[src/rtl/core/ggbs_pkg.sv]
// ----------------------------------------------------------------------------
// ggbs_pkg
// Types and constants shared by the go-to-goal steering unit.
// ----------------------------------------------------------------------------
package ggbs_pkg;

  localparam int COORD_W   = 16;
  localparam int HEAD_W    = 15;
  localparam int TOL_W     = 14;
  localparam int RATE_W    = 17;
  localparam int ERR_W     = 16;
  localparam int DIST_W    = 17;
  localparam int DIFF_W    = 17;
  localparam int XY_W      = 28;
  localparam int Z_W       = 24;
  localparam int GUARD     = 8;
  localparam int MAG_W     = 27;
  localparam int GAIN_W    = 30;
  localparam int PROD_W    = MAG_W + GAIN_W;
  localparam int ATAN_LEN  = 24;
  localparam int APB_AW    = 5;
  localparam int APB_DW    = 32;

  localparam logic signed [Z_W-1:0] HALF_PI_Q20  = 24'sd1647099;
  localparam logic [TOL_W-1:0]      PI_Q12       = 14'd12868;
  localparam logic [GAIN_W-1:0]     INV_GAIN_Q30 = 30'd652032874;
  localparam logic [DIST_W-1:0]     DIST_MAX     = 17'd131071;

  localparam logic signed [Z_W-1:0] ATAN_Q20 [ATAN_LEN] = '{
    24'sd823550, 24'sd486170, 24'sd256879, 24'sd130396, 24'sd65451, 24'sd32757,
    24'sd16383,  24'sd8192,   24'sd4096,   24'sd2048,   24'sd1024,  24'sd512,
    24'sd256,    24'sd128,    24'sd64,     24'sd32,     24'sd16,    24'sd8,
    24'sd4,      24'sd2,      24'sd1,      24'sd0,      24'sd0,     24'sd0
  };

  typedef enum logic [2:0] {
    REG_TARGET_X      = 3'd0,
    REG_TARGET_Y      = 3'd1,
    REG_HEADING_TOL   = 3'd2,
    REG_ARRIVAL_RAD   = 3'd3,
    REG_TURN_SPEED    = 3'd4,
    REG_FORWARD_SPEED = 3'd5
  } reg_idx_t;

  localparam logic [COORD_W-1:0] RST_TARGET_X      = 16'd0;
  localparam logic [COORD_W-1:0] RST_TARGET_Y      = 16'd0;
  localparam logic [TOL_W-1:0]   RST_HEADING_TOL   = 14'd205;
  localparam logic [COORD_W-1:0] RST_ARRIVAL_RAD   = 16'd410;
  localparam logic [COORD_W-1:0] RST_TURN_SPEED    = 16'd2048;
  localparam logic [COORD_W-1:0] RST_FORWARD_SPEED = 16'd4096;

  typedef struct packed {
    logic [COORD_W-1:0] target_x;
    logic [COORD_W-1:0] target_y;
    logic [TOL_W-1:0]   heading_tolerance;
    logic [COORD_W-1:0] arrival_radius;
    logic [COORD_W-1:0] turn_speed;
    logic [COORD_W-1:0] forward_speed;
  } cfg_t;

  typedef struct packed {
    logic signed [XY_W-1:0]   x;
    logic signed [XY_W-1:0]   y;
    logic signed [Z_W-1:0]    z;
    logic                     at_goal;
    logic signed [HEAD_W-1:0] heading;
  } cordic_t;

endpackage

[src/rtl/core/ggbs_if.sv]


interface ggbs_cmd_if;
  logic                                valid;
  logic                                ready;
  logic signed [ggbs_pkg::RATE_W-1:0]  angular_rate;
  logic [ggbs_pkg::COORD_W-1:0]        linear_rate;
  logic                                arrived;
  logic signed [ggbs_pkg::ERR_W-1:0]   heading_error;
  logic [ggbs_pkg::DIST_W-1:0]         goal_distance;

  modport source (output valid, angular_rate, linear_rate, arrived, heading_error,
                  goal_distance, input ready);
  modport sink   (input valid, angular_rate, linear_rate, arrived, heading_error,
                  goal_distance, output ready);
endinterface

[src/rtl/core/ggbs_back.sv]
// ----------------------------------------------------------------------------
// ggbs_back
// Bearing rounding, gain correction and steering decision; output register.
// ----------------------------------------------------------------------------
module ggbs_back (
  input  logic                 clk,
  input  logic                 rst,
  input  ggbs_pkg::cfg_t       cfg,
  input  logic                 in_valid,
  output logic                 in_ready,
  input  ggbs_pkg::cordic_t    in_data,
  ggbs_cmd_if.source           cmd
);

  logic                                 v1;
  logic                                 en1;
  logic                                 en2;
  logic [ggbs_pkg::Z_W:0]               zabs;
  logic [ggbs_pkg::Z_W:0]               zrnd;
  logic [ggbs_pkg::TOL_W-1:0]           bmag;
  logic signed [ggbs_pkg::ERR_W-1:0]    bearing;
  logic [ggbs_pkg::MAG_W-1:0]           xc;
  logic signed [ggbs_pkg::DIFF_W-1:0]   err_wide;
  logic [ggbs_pkg::PROD_W-1:0]          prod;
  logic signed [ggbs_pkg::ERR_W-1:0]    err1;
  logic [ggbs_pkg::PROD_W:0]            rsum;
  logic [ggbs_pkg::PROD_W-38:0]         mag;
  logic [ggbs_pkg::DIST_W-1:0]          goal_dist;
  logic signed [ggbs_pkg::DIFF_W-1:0]   err_s;
  logic signed [ggbs_pkg::DIFF_W-1:0]   tol_s;

  assign en2      = !cmd.valid || cmd.ready;
  assign en1      = !v1 || en2;
  assign in_ready = en1;

  always_comb begin
    zabs = in_data.z[ggbs_pkg::Z_W-1] ? ($unsigned(-{in_data.z[ggbs_pkg::Z_W-1], in_data.z}))
                                     : {1'b0, in_data.z};
    zrnd = (zabs + (ggbs_pkg::Z_W+1)'(128)) >> 8;
    bmag = (zrnd > (ggbs_pkg::Z_W+1)'(ggbs_pkg::PI_Q12)) ? ggbs_pkg::PI_Q12
                                                          : zrnd[ggbs_pkg::TOL_W-1:0];
    if (in_data.at_goal) begin
      bearing = '0;
    end else if (in_data.z[ggbs_pkg::Z_W-1]) begin
      bearing = -$signed({2'b00, bmag});
    end else begin
      bearing = $signed({2'b00, bmag});
    end
    err_wide = ggbs_pkg::DIFF_W'(bearing) - ggbs_pkg::DIFF_W'(in_data.heading);
    if (in_data.at_goal || in_data.x < 0) begin
      xc = '0;
    end else begin
      xc = in_data.x[ggbs_pkg::MAG_W-1:0];
    end
  end

  always_ff @(posedge clk) begin
    if (rst) begin
      v1 <= 1'b0;
    end else if (en1) begin
      v1 <= in_valid;
    end
  end

  always_ff @(posedge clk) begin
    if (en1 && in_valid) begin
      prod <= ggbs_pkg::PROD_W'(xc) * ggbs_pkg::PROD_W'(ggbs_pkg::INV_GAIN_Q30);
      err1 <= err_wide[ggbs_pkg::ERR_W-1:0];
    end
  end

  always_comb begin
    rsum      = {1'b0, prod} + ((ggbs_pkg::PROD_W+1)'(1) << 37);
    mag       = rsum[ggbs_pkg::PROD_W:38];
    goal_dist = (mag > (ggbs_pkg::PROD_W-37)'(ggbs_pkg::DIST_MAX)) ? ggbs_pkg::DIST_MAX
                                                                  : mag[ggbs_pkg::DIST_W-1:0];
    err_s     = ggbs_pkg::DIFF_W'(err1);
    tol_s     = $signed({3'b000, cfg.heading_tolerance});
  end

  always_ff @(posedge clk) begin
    if (rst) begin
      cmd.valid <= 1'b0;
    end else if (en2) begin
      cmd.valid <= v1;
    end
  end

  always_ff @(posedge clk) begin
    if (en2 && v1) begin
      cmd.heading_error <= err1;
      cmd.goal_distance <= goal_dist;
      priority if (err_s < -tol_s) begin
        cmd.angular_rate <= -$signed({1'b0, cfg.turn_speed});
        cmd.linear_rate  <= '0;
        cmd.arrived      <= 1'b0;
      end else if (err_s > tol_s) begin
        cmd.angular_rate <= $signed({1'b0, cfg.turn_speed});
        cmd.linear_rate  <= '0;
        cmd.arrived      <= 1'b0;
      end else if (goal_dist > ggbs_pkg::DIST_W'(cfg.arrival_radius)) begin
        cmd.angular_rate <= '0;
        cmd.linear_rate  <= cfg.forward_speed;
        cmd.arrived      <= 1'b0;
      end else begin
        cmd.angular_rate <= '0;
        cmd.linear_rate  <= '0;
        cmd.arrived      <= 1'b1;
      end
    end
  end

endmodule

[src/flat_wrapper.sv]
// flat-port wrapper written by rule: the top's interface ports become plain ports
module ggbs_back_flat 
  (clk, rst, cfg, in_valid, in_ready, in_data, cmd_valid, cmd_angular_rate, cmd_linear_rate, cmd_arrived, cmd_heading_error, cmd_goal_distance, cmd_ready);
  ggbs_cmd_if cmd_i ();
  input  logic clk;
  input  logic rst;
  input  ggbs_pkg::cfg_t cfg;
  input  logic in_valid;
  output logic in_ready;
  input  ggbs_pkg::cordic_t in_data;
  output wire logic [$bits(cmd_i.valid)-1:0] cmd_valid;
  output wire logic [$bits(cmd_i.angular_rate)-1:0] cmd_angular_rate;
  output wire logic [$bits(cmd_i.linear_rate)-1:0] cmd_linear_rate;
  output wire logic [$bits(cmd_i.arrived)-1:0] cmd_arrived;
  output wire logic [$bits(cmd_i.heading_error)-1:0] cmd_heading_error;
  output wire logic [$bits(cmd_i.goal_distance)-1:0] cmd_goal_distance;
  input wire logic [$bits(cmd_i.ready)-1:0] cmd_ready;
  assign cmd_valid = cmd_i.valid;
  assign cmd_angular_rate = cmd_i.angular_rate;
  assign cmd_linear_rate = cmd_i.linear_rate;
  assign cmd_arrived = cmd_i.arrived;
  assign cmd_heading_error = cmd_i.heading_error;
  assign cmd_goal_distance = cmd_i.goal_distance;
  assign cmd_i.ready = cmd_ready;
  ggbs_back u_core (.clk(clk), .rst(rst), .cfg(cfg), .in_valid(in_valid), .in_ready(in_ready), .in_data(in_data), .cmd(cmd_i));
endmodule
[config.mk]
export PLATFORM = sky130hd
export DESIGN_NAME = ggbs_back_flat
export DESIGN_NICKNAME = d
export VERILOG_FILES = /design/src/rtl/core/ggbs_pkg.sv /design/src/rtl/core/ggbs_if.sv /design/src/rtl/core/ggbs_back.sv /design/src/flat_wrapper.sv
export SDC_FILE = /design/constraint.sdc
export NUM_CORES = 1
export LEC_CHECK = 0
export ABC_AREA = 1
export BUFFER_PORTS_ARGS = -buffer_cell sky130_fd_sc_hd__clkbuf_2
export CELL_PAD_IN_SITES_DETAIL_PLACEMENT = 1
export CELL_PAD_IN_SITES_GLOBAL_PLACEMENT = 2
export CORE_MARGIN = 5
export CORE_UTILIZATION = 34
export DETAILED_ROUTE_END_ITERATION = 10
export PLACE_DENSITY_LB_ADDON = 0.15
export SLEW_MARGIN = 5
export SYNTH_ARGS = -nofsm -noshare
export SYNTH_HDL_FRONTEND = slang
export SYNTH_SLANG_ARGS = --single-unit
export TNS_END_PERCENT = 10
[constraint.sdc]
create_clock -name clk -period 10.2 [get_ports clk]
set_clock_uncertainty 0.2 [all_clocks]
set_input_delay 3.06 -clock clk [delete_from_list [all_inputs] [get_ports clk]]
set_output_delay 3.06 -clock clk [all_outputs]
set_load 0.005 [all_outputs]
Yosys cells after proc, flatten, opt, wreduce, memory -nomap -nowiden

Cells that the tools add are included.

$lt $le $gt $ge: 6
Bitwise gates (word level): 1
Muxes and demuxes: 9
Add/subtract/negate cells: 7
Reductions and logical operators: 9
Multiply operators: 1

Operators with widths:

| kind                                                                              | number |
|---|---|
| 57-bit by 38-bit adder with 58-bit output, second input constant                  | 1 |
| 27-bit by 29-bit multiplier with 56-bit output, second input constant             | 1 |
| 16-bit two-way mux                                                                | 3 |
| 17-bit two-way mux                                                                | 2 |
| 28-bit by 1-bit < comparator with 1-bit output, second input constant             | 1 |
| 27-bit two-way mux                                                                | 1 |
| 25-bit by 8-bit adder with 25-bit output, second input constant                   | 1 |
| 25-bit two-way mux                                                                | 1 |
| 25-bit negation                                                                   | 1 |
| 20-bit by 17-bit greater-than comparator with 1-bit output, second input constant | 1 |
| 17-bit by 14-bit greater-than comparator with 1-bit output, second input constant | 1 |
| 17-bit by 16-bit greater-than comparator with 1-bit output                        | 1 |
| 16-bit by 17-bit < comparator with 1-bit output                                   | 1 |
| 14-bit negation with 17-bit output                                                | 1 |
| 16-bit negation with 17-bit output                                                | 1 |
| 16-bit by 15-bit greater-than comparator with 1-bit output                        | 1 |
| 14-bit negation with 16-bit output                                                | 1 |
| 16-bit by 15-bit subtractor with 16-bit output                                    | 1 |
| 14-bit two-way mux                                                                | 1 |
| 1-bit logical OR                                                                  | 3 |
| 3-bit OR reduction                                                                | 1 |
| 1-bit logical AND                                                                 | 2 |
| 1-bit zero test                                                                   | 2 |
| 2-bit OR reduction                                                                | 1 |
| 2 further kinds                                                                   | 2 |

Register bits after elaboration: 141
Bits of input ports: 194
Output and inout port bits: 69
Word-level logic and storage cells: 42

Longest topological paths before layout

Depth after elaboration: 9
Depth in mapped cells: 41
Depth with buffers taken out: 40

Worst setup path before layout

Ideal clock, no wire load.

Path type: input to register
Start point: input in_data[15] (netlist name)
End point: register u_core.prod[55] (netlist name), data pin
Setup slack: 386 ps
Path buffers: 1
Data required time: 9735 ps
Library setup time: 265 ps
Cell stages on the path: 29
Arrival time: 9349 ps
Path through: inv_1 -> nand2_1 -> inv_1 -> clkbuf_1 -> nand2_1 -> fa_1 -> fa_1 -> inv_1 -> fa_1 -> inv_1 -> fa_1 -> inv_1 -> fa_1 -> fa_1 -> inv_1 -> fa_1 -> inv_1 -> ha_1 -> nand2_1 -> nor2_1 -> inv_1 -> nor4_1 -> a21oi_1 -> o21bai_1 -> nand2_1 -> o211ai_1 -> a21oi_1 -> o21ai_0 -> xor2_1

Longest elaborated chain between the ends: 3

RTL lines:

| element                                        | RTL line           | source |
|---|---|---|
| from (decl)                                    | flat_wrapper.sv:10 | `input ggbs_pkg::cordic_t in_data;` |
| 1-bit logical OR                               | ggbs_back.sv:50    | `if (in_data.at_goal \|\| in_data.x < 0) begin` |
| 27-bit two-way mux                             | ggbs_back.sv:50    |  |
| 27-bit by 29-bit multiplier with 56-bit output | ggbs_back.sv:67    | `prod <= ggbs_pkg::PROD_W'(xc) * ggbs_pkg::PROD_W'(ggbs_pkg::INV_GAIN_Q30);` |
| to (signal assigned)                           | ggbs_back.sv:67    |  |
| to (decl)                                      | ggbs_back.sv:24    | `logic [ggbs_pkg::PROD_W-1:0] prod;` |

No other way between the ends.
A chain may end at the register's enable or synchronous reset.

Worst setup path in the final report

Start point: input in_data[15] (netlist name)
End point: register u_core.prod[56] (netlist name), data pin

The elaborated chain is that of the path after synthesis.

==> metrics <==
post-synthesis sequential area ratio=0.146; Netlist cell types=53; Post-Place Setup Slack=-0.869 ns; Via Count=17,400; hpwl dp=64.1 mm; vias in the first global route=19,600; total congestion overflow=0; Die Wd=about 260 um; FF+latch count, synth=between 100 and 150; RePlAce Congestion=a little over 0.9; status=finished, final reports clean; die area=68,400 um^2; largest net degree at the start of global routing=68; clock period minus worst slack=approximately 10 ns; min-delay src=u_core.err1[0]$_DFFE_PP_; EDFF count, synth=103; per-cell routed wire length=18.7 um; ANT cells=0; CP max stage delay=about 0.6 ns; DRC Markers=0; Worst EP required=around 10 ns; LEAKAGE=14.2 nW; synthesized area per cell=8.85 um^2; Ys Warns=0; WHS Path Cells=0; highest metal layer with signal wires=met5; Antenna Nets Post-Route=0; Net Count, Synth=~3,300; crit path kind=in2reg; Post-Layout Cell Count=3,743; r2r setup slk=4.61 ns; core footprint=62,900 um^2; P_int=0.00265 W; async set or reset register ratio after synthesis=0; crit path DAT=9.86 ns; Die Y=261 um; FF-to-FF End=u_core.cmd.linear_rate[11]$_SDFFCE_PP0P_; FP Rows=92; nets=3,742; PwrDens=199 nW/um^2; Crit path top cell by count=inv_1; wire length on met3=1.56 mm; Max VDD drop=0.150 mV; clock power share=0.069; # placed instances=3,724; Sequential Power Share=0.123; CP top delay family=adder cells; CP Max Fanout=12; fraction of layout cells with a size suffix above 1=0.201; CP bufs+invs=11; I/O pin total=263; overall routing resource usage=0.207; Detailed Route Iter0 Violations=462; final core utilization=0.413; Critical Path Start Type=input pin; CTS Root Cell=clkbuf_16; Slew Limit Fails=0; crit share post-route=0.976; FILL cells=7,529; maximum clock path buffer count=2; FF-to-FF path depth=30; Synth Flop Type=edfxtp_1; Vias per Instance=4.65; global-route wire length before repair=109 mm; unrepaired setup endpoints after global routing=true; clock sink total=105; critical path capture point type=flop; wirelength, routed=70.0 mm; max frequency=100 MHz; H-tree depth=3; switching pwr=0.00252 W; DRT met1 WL=between 30 and 40 mm; clk_lat worst skew=0.35 ns; CTS Buf Count=9; Met2 Routed Length=~36 mm; Mapped Area=21,500 um^2; Initial Util=0.342; Logic pwr share=0.807; clock transition at the registers of the reported paths=0.08 ns; first-pass detailed-route iteration total=4; initial antenna violation count=1; Worst R2R Start=u_core.prod[37]$_DFFE_PP_; Cells after Synth=approximately 2,400; Hold Crit Class=reg2reg; # setup viols final=0; Area Overhead vs Synth=20.7%; instance count on the critical path=30; Worst-Margin Slew=0.924 ns; Port Buffers=202; Rel. slew slack=0.384; Hold EP=u_core.cmd.heading_error[0]$_DFFE_PP_; setup_tns=0 ns; number of hold violations in the final report=0; final worst slack=0.241 ns; slowest cell on the critical path=fa_1; max-cap viol count=0; CTS tree=yes; worst hold slack=0.254 ns; Net Sw Frac=0.488
## layout by cell type (no fill, tap or decap), types with 6 or more instances in the layout
cell type	n
inv_1	665
nor2_4	7
ha_1	306
edfxtp_1	103
o211ai_1	6
o21ai_1	6
fa_1	339
a31oi_1	13
a21oi_1	117
clkbuf_2	202
buf_4	262
o21bai_1	11
o21a_1	13
nand3b_1	9
nand3_1	78
o31ai_1	7
nand2_1	286
inv_2	12
nand2_4	6
or2_2	8
o21ai_0	65
nand2_2	26
xor2_1	44
nor2_1	155
nor2_2	11
clkbuf_16	10
nand4_1	23
nor3_1	23
xnor2_1	13
## registers in the layout, indices dropped and copies added (netlist names)
register and cells:
u_core.prod 20, u_core.cmd.angular_rate 17, u_core.cmd.goal_distance 17, u_core.cmd.heading_error 16
u_core.cmd.linear_rate 16, u_core.err1 16, u_core.cmd.arrived 1, u_core.cmd.valid 1
u_core.v1 1
## worst register-to-register path, delay by kind of cell, from the launching register on
| kind | cells | cell delay, ns |
|---|---|---|
| DFF | 1 | 0.37 |
| buffers and inverters | 3 | 0.52 |
| AOI/OAI and AO/OA | 10 | 1.47 |
| adders and majority gates | 2 | 0.51 |
| and+or+nand+nor | 15 | 2.36 |
## final cells by class
class | instances | area [um^2] | share of cell area
Timing Repair Buffer | 466 | 3020 | 0.116
Clock buffer | 9 | 225 | 0.00868
Tap cell | 846 | 1060 | 0.0408
Sequential cell | 105 | 3130 | 0.121
Inverter | 679 | 2550 | 0.0983
Clock inverter | 7 | 85.1 | 0.00328
Multi-Input combinational cell | 1631 | 15900 | 0.612
## worst max-delay path by stage
stage	endpoint	slack, ns	start
6_report	u_core.prod[56]$_DFFE_PP_	0.24	in_data[15]
5_1_grt	u_core.prod[47]$_DFFE_PP_	-0.07	in_data[15]
4_1_cts	u_core.prod[55]$_DFFE_PP_	0.0003	in_data[15]
3_5_place_dp	u_core.prod[56]$_DFFE_PP_	-0.87	in_data[15]
3_3_place_gp	u_core.prod[56]$_DFFE_PP_	-0.78	in_data[15]
2_1_floorplan	u_core.prod[55]$_DFFE_PP_	0.39	in_data[15]
## repair_timing
item	in CTS	in global routing
pin swaps	1	8
gates cloned	0	1
setup buffers	0	2
hold buffers	0	0
endpoints found under the setup margin	10	17
resized for setup	7	39
## cell usage after synthesis, types with 4 or more instances
master     count  share of area
edfxtp_1     103           0.14
nand2_1      293          0.051
nor2_1       156          0.027
o21a_1        13         0.0045
o211ai_1       6         0.0021
ha_1         312           0.18
xor2_1        44          0.018
nor2_4         7         0.0037
nor2_2        10         0.0029
inv_2          4        0.00070
a21o_1         5         0.0017
nand3b_1       9         0.0031
inv_1        674           0.12
a31oi_1       14         0.0041
o31ai_1        8         0.0028
xnor2_1       13         0.0053
a21oi_1      122          0.028
nor3_1        23         0.0054
or2_2          8         0.0023
buf_2          4        0.00093
clkbuf_1       6         0.0010
o21ai_0       69          0.016
nand2_4        5         0.0026
nand3_1       78          0.018
o21bai_1      11         0.0038
nand2_2       20         0.0058
o2111ai_1      4         0.0016
nand4_1       23         0.0067
fa_1         344           0.32
nor4_1         8         0.0023
## routing by layer
layer / GRT usage / vias to the layer above
met5: 0 / -
met4: 0.0422 / 2
met3: 0.0183 / 63
met2: 0.374 / 202
met1: 0.273 / 8676
li1: - / 8464
## through the flow
| step | power, W | area (um^2) |
|---|---|---|
| 2_1_floorplan | 0.00288 | 21500 |
| 3_3_place_gp | 0.00468 | 25500 |
| 3_5_place_dp | 0.00475 | 25500 |
| 4_1_cts | 0.00517 | 25800 |
| 5_1_grt | 0.00575 | 26000 |
| 6_report | 0.00517 | 26000 |
## power by group through the flow
stage / clock network, W / logic (W) / registers [W]
final: 0.000359 / 0.00417 / 0.000638
after global routing: 0.000385 / 0.00472 / 0.000647
after CTS: 0.000367 / 0.00417 / 0.000639
after detailed placement: 0 / 0.00410 / 0.000648
after global placement: 0 / 0.00403 / 0.000646
after floorplan: 0 / 0.00225 / 0.000636
## cell families (layout without fill, tap and decap cells)
kind of cell / count (synthesis) / in the layout / synth area share
flip-flops: 105 / 105 / 0.146
AO/OA/AOI/OAI: 267 / 267 / 0.0704
AND/OR/NAND/NOR: 650 / 650 / 0.136
adder cells (fa/ha/maj): 656 / 656 / 0.502
XOR/XNOR: 58 / 58 / 0.0240
buffers and inverters: 694 / 1161 / 0.122
No activity file was read; power rests on OpenSTA's default activity.
